===== config.mk =====
export PLATFORM = sky130hd
export DESIGN_NAME = vertex_lambert_lighting_flat
export DESIGN_NICKNAME = d
export VERILOG_FILES = /design/src/hw/rtl/vll_pkg.sv /design/src/hw/rtl/vll_if.sv /design/src/hw/rtl/vll_cfg.sv /design/src/hw/rtl/vll_dot.sv /design/src/hw/rtl/vll_shade.sv /design/src/hw/rtl/vertex_lambert_lighting.sv /design/src/flat_wrapper.sv
export SDC_FILE = /design/constraint.sdc
export NUM_CORES = 2
export LEC_CHECK = 0
export BUFFER_PORTS_ARGS = -buffer_cell sky130_fd_sc_hd__buf_2
export CAP_MARGIN = 20
export CORE_ASPECT_RATIO = 0.75
export CORE_MARGIN = 3
export CORE_UTILIZATION = 30
export DETAILED_ROUTE_END_ITERATION = 8
export PLACE_DENSITY = 0.55
export SYNTH_ARGS = -nofsm -noshare
export SYNTH_HDL_FRONTEND = slang
export SYNTH_SLANG_ARGS = --single-unit

===== constraint.sdc =====
create_clock -name clk -period 13.5 [get_ports clk]
set_input_delay 2.025 -clock clk [delete_from_list [all_inputs] [get_ports clk]]
set_output_delay 2.025 -clock clk [all_outputs]
set_load 0.02 [all_outputs]

===== src/hw/rtl/vll_pkg.sv =====
package vll_pkg;

    localparam int unsigned CH_CNT   = 3;
    localparam int unsigned DIR_W    = 16;
    localparam int unsigned COLOR_W  = 24;
    localparam int unsigned DOT_W    = 24;
    localparam int unsigned CFG_IDX_W = 3;

    localparam logic [DOT_W-1:0] DOT_MAX = 24'hFFFFFF;
    localparam logic [7:0]       ALPHA   = 8'hFF;

    typedef enum logic [CFG_IDX_W-1:0] {
        REG_LIGHT_DIR_X       = 3'd0,
        REG_LIGHT_DIR_Y       = 3'd1,
        REG_LIGHT_DIR_Z       = 3'd2,
        REG_MAT_AMBIENT_RGB   = 3'd3,
        REG_MAT_EMISSIVE_RGB  = 3'd4,
        REG_MAT_DIFFUSE_RGB   = 3'd5,
        REG_LIGHT_AMBIENT_RGB = 3'd6,
        REG_LIGHT_DIFFUSE_RGB = 3'd7
    } reg_idx_t;

    typedef logic [CH_CNT-1:0][7:0] rgb_t;

    typedef struct packed {
        logic signed [DIR_W-1:0] x;
        logic signed [DIR_W-1:0] y;
        logic signed [DIR_W-1:0] z;
    } dir_t;

    // per-channel terms derived from the material and light colors
    typedef struct packed {
        rgb_t amb;
        rgb_t dif;
    } shade_t;

    // floor(p / 255), exact for any product of two bytes
    function automatic logic [7:0] div255(input logic [15:0] p);
        logic [16:0] t;
        t = {1'b0, p} + {9'b0, p[15:8]} + 17'd1;
        return t[15:8];
    endfunction

endpackage


===== src/hw/rtl/vll_if.sv =====
interface vll_normal_if;
    logic               valid;
    logic               ready;
    logic signed [15:0] normal_x;
    logic signed [15:0] normal_y;
    logic signed [15:0] normal_z;

    modport source (output valid, output normal_x, output normal_y, output normal_z,
                    input ready);
    modport sink   (input valid, input normal_x, input normal_y, input normal_z,
                    output ready);
endinterface

interface vll_color_if;
    logic        valid;
    logic        ready;
    logic [31:0] argb_color;

    modport source (output valid, output argb_color, input ready);
    modport sink   (input valid, input argb_color, output ready);
endinterface


===== src/hw/rtl/vll_cfg.sv =====
module vll_cfg (
    input  logic                              clk,
    input  logic                              rst_n,
    input  logic                              cfg_we,
    input  logic [vll_pkg::CFG_IDX_W-1:0]     cfg_index,
    input  logic [vll_pkg::COLOR_W-1:0]       cfg_data,
    output vll_pkg::dir_t                     light_dir,
    output vll_pkg::shade_t                   shade
);

    vll_pkg::dir_t   dir_reg;
    vll_pkg::rgb_t   mat_amb_reg;
    vll_pkg::rgb_t   mat_emi_reg;
    vll_pkg::rgb_t   mat_dif_reg;
    vll_pkg::rgb_t   lgt_amb_reg;
    vll_pkg::rgb_t   lgt_dif_reg;
    vll_pkg::shade_t shade_reg;
    vll_pkg::shade_t shade_next;

    always_ff @(posedge clk or negedge rst_n)
    begin
        if (!rst_n)
        begin
            dir_reg.x   <= 16'sd0;
            dir_reg.y   <= 16'sd0;
            dir_reg.z   <= 16'sd32767;
            mat_amb_reg <= '0;
            mat_emi_reg <= '0;
            mat_dif_reg <= '1;
            lgt_amb_reg <= '0;
            lgt_dif_reg <= '1;
        end
        else if (cfg_we)
        begin
            unique case (vll_pkg::reg_idx_t'(cfg_index))
                vll_pkg::REG_LIGHT_DIR_X:       dir_reg.x   <= cfg_data[15:0];
                vll_pkg::REG_LIGHT_DIR_Y:       dir_reg.y   <= cfg_data[15:0];
                vll_pkg::REG_LIGHT_DIR_Z:       dir_reg.z   <= cfg_data[15:0];
                vll_pkg::REG_MAT_AMBIENT_RGB:   mat_amb_reg <= cfg_data;
                vll_pkg::REG_MAT_EMISSIVE_RGB:  mat_emi_reg <= cfg_data;
                vll_pkg::REG_MAT_DIFFUSE_RGB:   mat_dif_reg <= cfg_data;
                vll_pkg::REG_LIGHT_AMBIENT_RGB: lgt_amb_reg <= cfg_data;
                vll_pkg::REG_LIGHT_DIFFUSE_RGB: lgt_dif_reg <= cfg_data;
                default: ;
            endcase
        end
    end

    always_comb
    begin
        logic [8:0]  amb_sum;
        logic [7:0]  amb;
        logic [7:0]  dif;
        logic [7:0]  room;
        shade_next = '0;
        for (int c = 0; c < vll_pkg::CH_CNT; c++)
        begin
            amb_sum = {1'b0, vll_pkg::div255(16'(mat_amb_reg[c]) * 16'(lgt_amb_reg[c]))}
                    + {1'b0, mat_emi_reg[c]};
            amb  = amb_sum[8] ? 8'hFF : amb_sum[7:0];
            dif  = vll_pkg::div255(16'(mat_dif_reg[c]) * 16'(lgt_dif_reg[c]));
            room = 8'hFF - amb;
            shade_next.amb[c] = amb;
            shade_next.dif[c] = (dif > room) ? room : dif;
        end
    end

    // terms are registered in the cycle after a write, well ahead of the shading stages
    always_ff @(posedge clk)
    begin
        shade_reg <= shade_next;
    end

    assign light_dir = dir_reg;
    assign shade     = shade_reg;

endmodule


===== src/hw/rtl/vll_dot.sv =====
module vll_dot (
    input  logic                        clk,
    input  logic                        rst_n,
    input  vll_pkg::dir_t               light_dir,
    vll_normal_if.sink                  normal,
    output logic                        dot_valid,
    input  logic                        dot_ready,
    output logic [vll_pkg::DOT_W-1:0]   dot24
);

    // stage 1: products
    logic               v1_reg;
    logic signed [31:0] px_reg, py_reg, pz_reg;
    // stage 2: |sum|
    logic               v2_reg;
    logic [31:0]        mag_reg;
    logic [31:0]        mag_next;
    // stage 3: scaled to 24 bits
    logic               v3_reg;
    logic [vll_pkg::DOT_W-1:0] dot_reg;
    logic [vll_pkg::DOT_W-1:0] dot_next;

    logic rdy1, rdy2, rdy3;

    assign rdy3 = !v3_reg || dot_ready;
    assign rdy2 = !v2_reg || rdy3;
    assign rdy1 = !v1_reg || rdy2;
    assign normal.ready = rdy1;

    always_ff @(posedge clk or negedge rst_n)
    begin
        if (!rst_n)
        begin
            v1_reg <= 1'b0;
            v2_reg <= 1'b0;
            v3_reg <= 1'b0;
        end
        else
        begin
            if (rdy1) v1_reg <= normal.valid;
            if (rdy2) v2_reg <= v1_reg;
            if (rdy3) v3_reg <= v2_reg;
        end
    end

    always_comb
    begin
        logic signed [33:0] s;
        s = {{2{px_reg[31]}}, px_reg} + {{2{py_reg[31]}}, py_reg}
          + {{2{pz_reg[31]}}, pz_reg};
        // |s| <= 3 * 2^30, fits 32 bits
        mag_next = s[33] ? 32'(-s) : s[31:0];
    end

    // dot24 = floor(mag * (2^24 - 1) / 2^30), saturating at DOT_MAX once mag reaches 2^30;
    // below that it is (mag >> 6), minus one when the low six bits scaled by 2^24 fall short of mag
    always_comb
    begin
        logic [23:0] h;
        logic [29:0] low_scaled;
        h          = mag_reg[29:6];
        low_scaled = {mag_reg[5:0], 24'b0};
        if (mag_reg[31:30] != 2'b00)
            dot_next = vll_pkg::DOT_MAX;
        else if (low_scaled >= mag_reg[29:0])
            dot_next = h;
        else
            dot_next = h - 24'd1;
    end

    always_ff @(posedge clk)
    begin
        if (rdy1)
        begin
            px_reg <= normal.normal_x * light_dir.x;
            py_reg <= normal.normal_y * light_dir.y;
            pz_reg <= normal.normal_z * light_dir.z;
        end
        if (rdy2) mag_reg <= mag_next;
        if (rdy3) dot_reg <= dot_next;
    end

    assign dot_valid = v3_reg;
    assign dot24     = dot_reg;

endmodule


===== src/hw/rtl/vll_shade.sv =====
module vll_shade (
    input  logic                        clk,
    input  logic                        rst_n,
    input  vll_pkg::shade_t             shade,
    input  logic                        dot_valid,
    output logic                        dot_ready,
    input  logic [vll_pkg::DOT_W-1:0]   dot24,
    vll_color_if.source                 color
);

    logic           v4_reg;
    vll_pkg::rgb_t  hi_reg;
    vll_pkg::rgb_t  hi_next;
    logic           v5_reg;
    logic [31:0]    argb_reg;
    logic [31:0]    argb_next;
    logic           rdy4, rdy5;

    assign rdy5 = !v5_reg || color.ready;
    assign rdy4 = !v4_reg || rdy5;
    assign dot_ready = rdy4;

    always_ff @(posedge clk or negedge rst_n)
    begin
        if (!rst_n)
        begin
            v4_reg <= 1'b0;
            v5_reg <= 1'b0;
        end
        else
        begin
            if (rdy4) v4_reg <= dot_valid;
            if (rdy5) v5_reg <= v4_reg;
        end
    end

    always_comb
    begin
        logic [31:0] prod;
        hi_next = '0;
        for (int c = 0; c < vll_pkg::CH_CNT; c++)
        begin
            prod       = 32'(shade.dif[c]) * 32'(dot24);
            hi_next[c] = prod[31:24];
        end
    end

    // diffuse is clamped to 255 - ambient, so the sum stays in 8 bits
    always_comb
    begin
        vll_pkg::rgb_t rgb;
        logic [8:0]    sum;
        rgb = '0;
        for (int c = 0; c < vll_pkg::CH_CNT; c++)
        begin
            sum    = {1'b0, hi_reg[c]} + {1'b0, shade.amb[c]};
            rgb[c] = sum[7:0];
        end
        argb_next = {vll_pkg::ALPHA, rgb};
    end

    always_ff @(posedge clk)
    begin
        if (rdy4) hi_reg   <= hi_next;
        if (rdy5) argb_reg <= argb_next;
    end

    assign color.valid      = v5_reg;
    assign color.argb_color = argb_reg;

endmodule


===== src/hw/rtl/vertex_lambert_lighting.sv =====
// Per-vertex two-sided Lambert lighting.
// normal: sink channel, one vertex normal (Q1.15 x, y, z) per word.
// color:  source channel, one packed ARGB word per normal, alpha 0xFF.
// cfg_we/cfg_index/cfg_data: register writes, index 0..7 in the order
//   light_dir_x/y/z, mat_ambient, mat_emissive, mat_diffuse,
//   light_ambient, light_diffuse. Write only while no word is in flight.
// Pipeline: five register stages (products, |dot|, 24-bit scale, diffuse
//   multiply, ambient add) carry a normal from the edge that accepts it to
//   the edge at which its color goes valid.
// Throughput: one word per cycle; the five-stage pipeline moves on every
//   cycle that the output register is empty or taken.
// Stall: when color.ready is low the pipeline holds and squeezes out
//   bubbles; normal.ready drops only once every stage holds a word.
// Reset: all stages empty, registers at their defaults (light along +z,
//   white diffuse, no ambient or emissive). Color terms derived from the
//   registers are registered in the cycle after a write.
module vertex_lambert_lighting (
    input  logic                            clk,
    input  logic                            rst_n,
    vll_normal_if.sink                      normal,
    vll_color_if.source                     color,
    input  logic                            cfg_we,
    input  logic [vll_pkg::CFG_IDX_W-1:0]   cfg_index,
    input  logic [vll_pkg::COLOR_W-1:0]     cfg_data
);

    vll_pkg::dir_t              light_dir;
    vll_pkg::shade_t            shade;
    logic                       dot_valid;
    logic                       dot_ready;
    logic [vll_pkg::DOT_W-1:0]  dot24;

    vll_cfg u_cfg (
        .clk       (clk),
        .rst_n     (rst_n),
        .cfg_we    (cfg_we),
        .cfg_index (cfg_index),
        .cfg_data  (cfg_data),
        .light_dir (light_dir),
        .shade     (shade)
    );

    vll_dot u_dot (
        .clk       (clk),
        .rst_n     (rst_n),
        .light_dir (light_dir),
        .normal    (normal),
        .dot_valid (dot_valid),
        .dot_ready (dot_ready),
        .dot24     (dot24)
    );

    vll_shade u_shade (
        .clk       (clk),
        .rst_n     (rst_n),
        .shade     (shade),
        .dot_valid (dot_valid),
        .dot_ready (dot_ready),
        .dot24     (dot24),
        .color     (color)
    );

endmodule


===== src/flat_wrapper.sv =====
// flat-port wrapper written by rule: the top's interface ports become plain ports
module vertex_lambert_lighting_flat 
  (clk, rst_n, cfg_we, cfg_index, cfg_data, normal_valid, normal_normal_x, normal_normal_y, normal_normal_z, normal_ready, color_valid, color_argb_color, color_ready);
  vll_normal_if normal_i ();
  vll_color_if color_i ();
  input  logic clk;
  input  logic rst_n;
  input  logic cfg_we;
  input  logic [vll_pkg::CFG_IDX_W-1:0] cfg_index;
  input  logic [vll_pkg::COLOR_W-1:0] cfg_data;
  input wire logic [$bits(normal_i.valid)-1:0] normal_valid;
  input wire logic [$bits(normal_i.normal_x)-1:0] normal_normal_x;
  input wire logic [$bits(normal_i.normal_y)-1:0] normal_normal_y;
  input wire logic [$bits(normal_i.normal_z)-1:0] normal_normal_z;
  output wire logic [$bits(normal_i.ready)-1:0] normal_ready;
  output wire logic [$bits(color_i.valid)-1:0] color_valid;
  output wire logic [$bits(color_i.argb_color)-1:0] color_argb_color;
  input wire logic [$bits(color_i.ready)-1:0] color_ready;
  assign normal_i.valid = normal_valid;
  assign normal_i.normal_x = normal_normal_x;
  assign normal_i.normal_y = normal_normal_y;
  assign normal_i.normal_z = normal_normal_z;
  assign normal_ready = normal_i.ready;
  assign color_valid = color_i.valid;
  assign color_argb_color = color_i.argb_color;
  assign color_i.ready = color_ready;
  vertex_lambert_lighting u_core (.clk(clk), .rst_n(rst_n), .normal(normal_i), .color(color_i), .cfg_we(cfg_we), .cfg_index(cfg_index), .cfg_data(cfg_data));
endmodule

After elaboration in Yosys (flattened, before gate mapping)
Cells that the tools add are included.
W data, S select, Z words.
{ "word_totals": {"out_inout_bits": 34, "wordCells": 114, "reg_bits": 421} }
{ "classes": {"n_mux": 8, "n_addsub": 25, "n_lt_le_gt_ge": 4, "n_eq_ne": 7, "n_mul": 12, "reduce_logical": 20} }
{ "ops": {"columns": ["operator", "n"], "rows": [
  ["$add A16 B1 Y16 const B", 6],
  ["$add A16 B8 Y16", 6],
  ["$mul A16 B16 Y32", 3],
  ["$mul A8 B24 Y32", 3],
  ["$mul A8 B8 Y16", 6],
  ["$mux W8", 6],
  ["$add A33 B32 Y34", 1],
  ["$add A32 B32 Y33", 1],
  ["$mux W32", 1],
  ["$neg A32 Y32", 1],
  ["$ge A30 B30 Y1", 1],
  ["$add A8 B8 Y9", 3],
  ["$add A8 B8 Y8", 3],
  ["$gt A8 B8 Y1", 3],
  ["$mux W24", 1],
  ["$sub A24 B1 Y24 const B", 1],
  ["$sub A8 B8 Y8 const A", 3],
  ["$reduce_and A2 Y1", 8],
  ["$eq A3 B3 Y1 const B", 4],
  ["$eq A3 B2 Y1 const B", 2],
  ["$logic_not A1 Y1", 5],
  ["$logic_or A1 B1 Y1", 5],
  ["$eq A3 B1 Y1 const B", 1],
  ["$logic_not A3 Y1", 1],
  ["$reduce_bool A2 Y1", 1]
]} }

Longest topological paths before layout
{ "depth": {"depth_word": 8, "ltp_mapped": 45} }

Hierarchy
Synthesis repeated with hierarchy kept, for this count alone.
{ "hier_totals": {"cells_unflattened": 8196, "area_unflattened_um2": 79660.2} }
{ "by_module_without_submodules": {"columns": ["module", "seq_area_each_um2", "n_inst", "area_per_inst_um2", "cells_each"], "rows": [
  ["vll_dot", 4639.4, 1, 37468.4, 3838],
  ["vll_cfg", 5243.8, 1, 23750.3, 2396],
  ["vll_shade", 1491.4, 1, 18441.4, 1962]
]} }

Least setup slack after synthesis
Ideal clock, no wire load.
{ "synth_timing": {"path_kind": "flip-flop to flip-flop", "start": "reg u_core.u_cfg.lgt_amb_reg[10] (netlist bit)", "end": "reg u_core.u_cfg.shade_reg, in the netlist u_core.u_cfg.shade[14]", "required_time_ps": 13379, "stages_incl_launch_ff": 43, "synth_period_minus_slack_ps": 9015, "setup_time_ps": 121, "path_buffers": 1, "path_slack_ps": 4485, "arrival_ps": 8894, "path_cell_list": "dfrtp_1 -> and2_1 -> fa_1 -> fa_1 -> fa_1 -> inv_1 -> fa_1 -> inv_1 -> ha_1 -> clkbuf_1 -> nand3_1 -> o211ai_1 -> nor2_1 -> xnor2_1 -> ha_1 -> a211oi_1 -> nand3_1 -> mux2_2 -> [... 7 more ...] -> a21o_1 -> a21oi_1 -> o21ai_0 -> and2_1 -> o21ai_0 -> nand2b_1 -> a21oi_1 -> xnor2_1 -> nor2_1 -> inv_1 -> ha_1 -> and4_1 -> and2_1 -> nand3_1 -> a2111oi_0 -> nor3_1 -> o21ai_1 -> mux2_2"} }
{ "synth_lines": {"columns": ["item", "line_no", "source"], "rows": [
  ["from (decl)", "vll_cfg.sv:15", "vll_pkg::rgb_t lgt_amb_reg;"],
  ["from (signal assigned)", "vll_cfg.sv:42", "vll_pkg::REG_LIGHT_AMBIENT_RGB: lgt_amb_reg <= cfg_data;"],
  ["to (signal assigned)", "vll_cfg.sv:71", "shade_reg <= shade_next;"],
  ["to (decl)", "vll_cfg.sv:17", "vll_pkg::shade_t shade_reg;"]
]} }

==> run metrics <==
# Post-CTS Setup Buffers 0; status completed; CP max stage delay 740 ps; nature of the critical path endpoint register; crit path buf inv count 3; first-pass GRT wire length 330000 um; largest net degree at the start of global routing 79; Post-DRT Antenna Nets 0; Reg clk slew, reported paths 70 ps; IO buf count 105; Die Wd 598 um; synthesized area 78700 sq um; placed insts 11500; vias in the first global route 59200; dpl ws 3270 ps; H-tree depth 2; post-synthesis compound-gate area fraction 0.0637; core area 260000 sq um; share of the yosys chip area belonging to registers 0.144; start point of the worst hold path u_core.u_dot.v2_reg; CTS tree yes; Max Cap Viol 0; Post-Synth Simple-Gate Area 0.153; Area growth, synth to finish 7.53%; Die Y 450 um; DRC viols 0; yosys warns 0; hold depth 1; IO Pins 114; xor/xnor share of the synthesized area 0.0384; CTS Buffer Depth 3; Crit Path Category register to register; final worst path period share 0.771; Post-Layout Cell Count 11600; hold_buf cts 0; vias per inst 4.71; Yosys cell types 96; drt pass-1 iters 6; total grt overflow 0; FF-to-FF path depth 41; Initial Utilization 0.302; total number of vias 54500; worst rel slew slack 0.252; fin crit period 10410 ps; EDFF count, synth 200; die area 269000 sq um; final instance area 84700 sq um; most frequent cells in the layout 1564 x inv_1, 1434 x fa_1, 1021 x nand2_1; Post-DP Area 83000 sq um; Worst-Skew Late Latency 660 ps; post-CTS sizing 0; Synth Flop Type edfxtp_1; DR WL/cell 17.2 um; share of layout cells above drive strength 1 0.0655; dpl hpwl 160000 um; worst hold endpoint u_core.u_dot.dot_valid; Reg2Reg Setup Slack 3090 ps; RR Endpoint u_core.u_cfg.shade[15]; endpoints failing setup 0; mux cell area share after synthesis 0.0274; CTS sink cnt 421; reg-to-reg startpoint u_core.u_cfg.mat_amb_reg[11]; initial antenna violation count 11; HP Class register to register; Site Rows 162; critical path launch point type register; Yosys reg bits 421; maximum clock frequency 96.0 MHz; crit path DAT 10890 ps; Placer Congestion 0.859; Avg Cell Area, Syn 9.67 sq um; DR iter-0 viols 2941; final slew viol count 0; Crit-path slowest cell o311ai_0; required time of the critical path 13980 ps; clk_skew 72.8 ps; Worst-Margin Slew 1120 ps; WL final 199000 um; Post-synth ARST share 0.411; Synth Area in Adders 0.484; Critical Path Fanout Max 9; RSZ-0062 raised after global routing no; cells after synthesis 8144; gr usage total 0.152; final hold vios 0; crit path from u_core.u_cfg.mat_amb_reg[11]; setup slack after layout 3090 ps; commonest non-fill, non-tap cell in the layout inv_1; main combinational cell family by area after synthesis adder cells; Fin Setup TNS 0 ps; Final nets 10300; CTS root buf clkbuf_16; TritonCTS Buffers 46; CP top delay family compound AO/OA/AOI/OAI gates
[synthesized netlist by cell type, drive strengths merged, types with 131 or more instances]
cell / count / share of area
fa: 1434 / 0.36
clkbuf: 273 / 0.013
inv: 1565 / 0.075
mux2: 173 / 0.025
ha: 752 / 0.12
o21ai: 131 / 0.0083
a21oi: 203 / 0.013
and2: 808 / 0.064
nand2: 1022 / 0.049
edfxtp: 200 / 0.076
xnor2: 240 / 0.027
nor2: 158 / 0.0075
[worst max path at each step]
stage	end	slack (ps)	cells after the start
2_1_floorplan	u_core.u_cfg.shade[14]	4490	42
3_3_place_gp	u_core.u_cfg.shade[15]	3350	41
3_5_place_dp	u_core.u_cfg.shade[15]	3270	41
4_1_cts	u_core.u_cfg.shade[15]	3180	41
5_1_grt	u_core.u_cfg.shade[15]	2490	34
6_report	u_core.u_cfg.shade[15]	3090	41
[through the flow]
step | hold slack (ps) | util
2_1_floorplan | 435 | -
3_3_place_gp | 451 | 0.318
3_5_place_dp | 455 | 0.319
4_1_cts | 462 | 0.325
5_1_grt | 489 | 0.325
6_report | 457 | 0.325
[area by class of cell]
cell class | count | area [sq um]
Clock buffer | 63 | 1340
Sequential cell | 421 | 11400
Timing Repair Buffer | 165 | 1040
Tap cell | 3444 | 4310
Inverter | 1565 | 5870
Fill cell | 26700 | 176000
Antenna cell | 6 | 15.0
Clock inverter | 23 | 268
Multi-Input combinational cell | 5881 | 60500
[cells by family (layout without fill, tap and decap cells)]
family                   after synthesis  in the layout
AO/OA/AOI/OAI                        753            753
flip-flops                           421            421
adder cells (fa/ha/maj)             2189           2189
buffers and inverters               1849           1816
AND/OR/NAND/NOR                     2395           2395
multiplexers                         194            194
XOR/XNOR                             342            342
other                                  1             14
[routing by layer]
metal	wire length [um]	share of wire	vias to the layer above	track usage
met4	2700	0.014	2	0.0206
li1	-	-	25200	-
met1	95100	0.48	27900	0.221
met2	90600	0.46	1169	0.246
met5	13	0.000065	-	0
met3	10300	0.052	153	0.0195
Power is left out: the tool's default activity adds up to more than one toggle a clock period on the data nets, which glitch-free logic cannot reach.
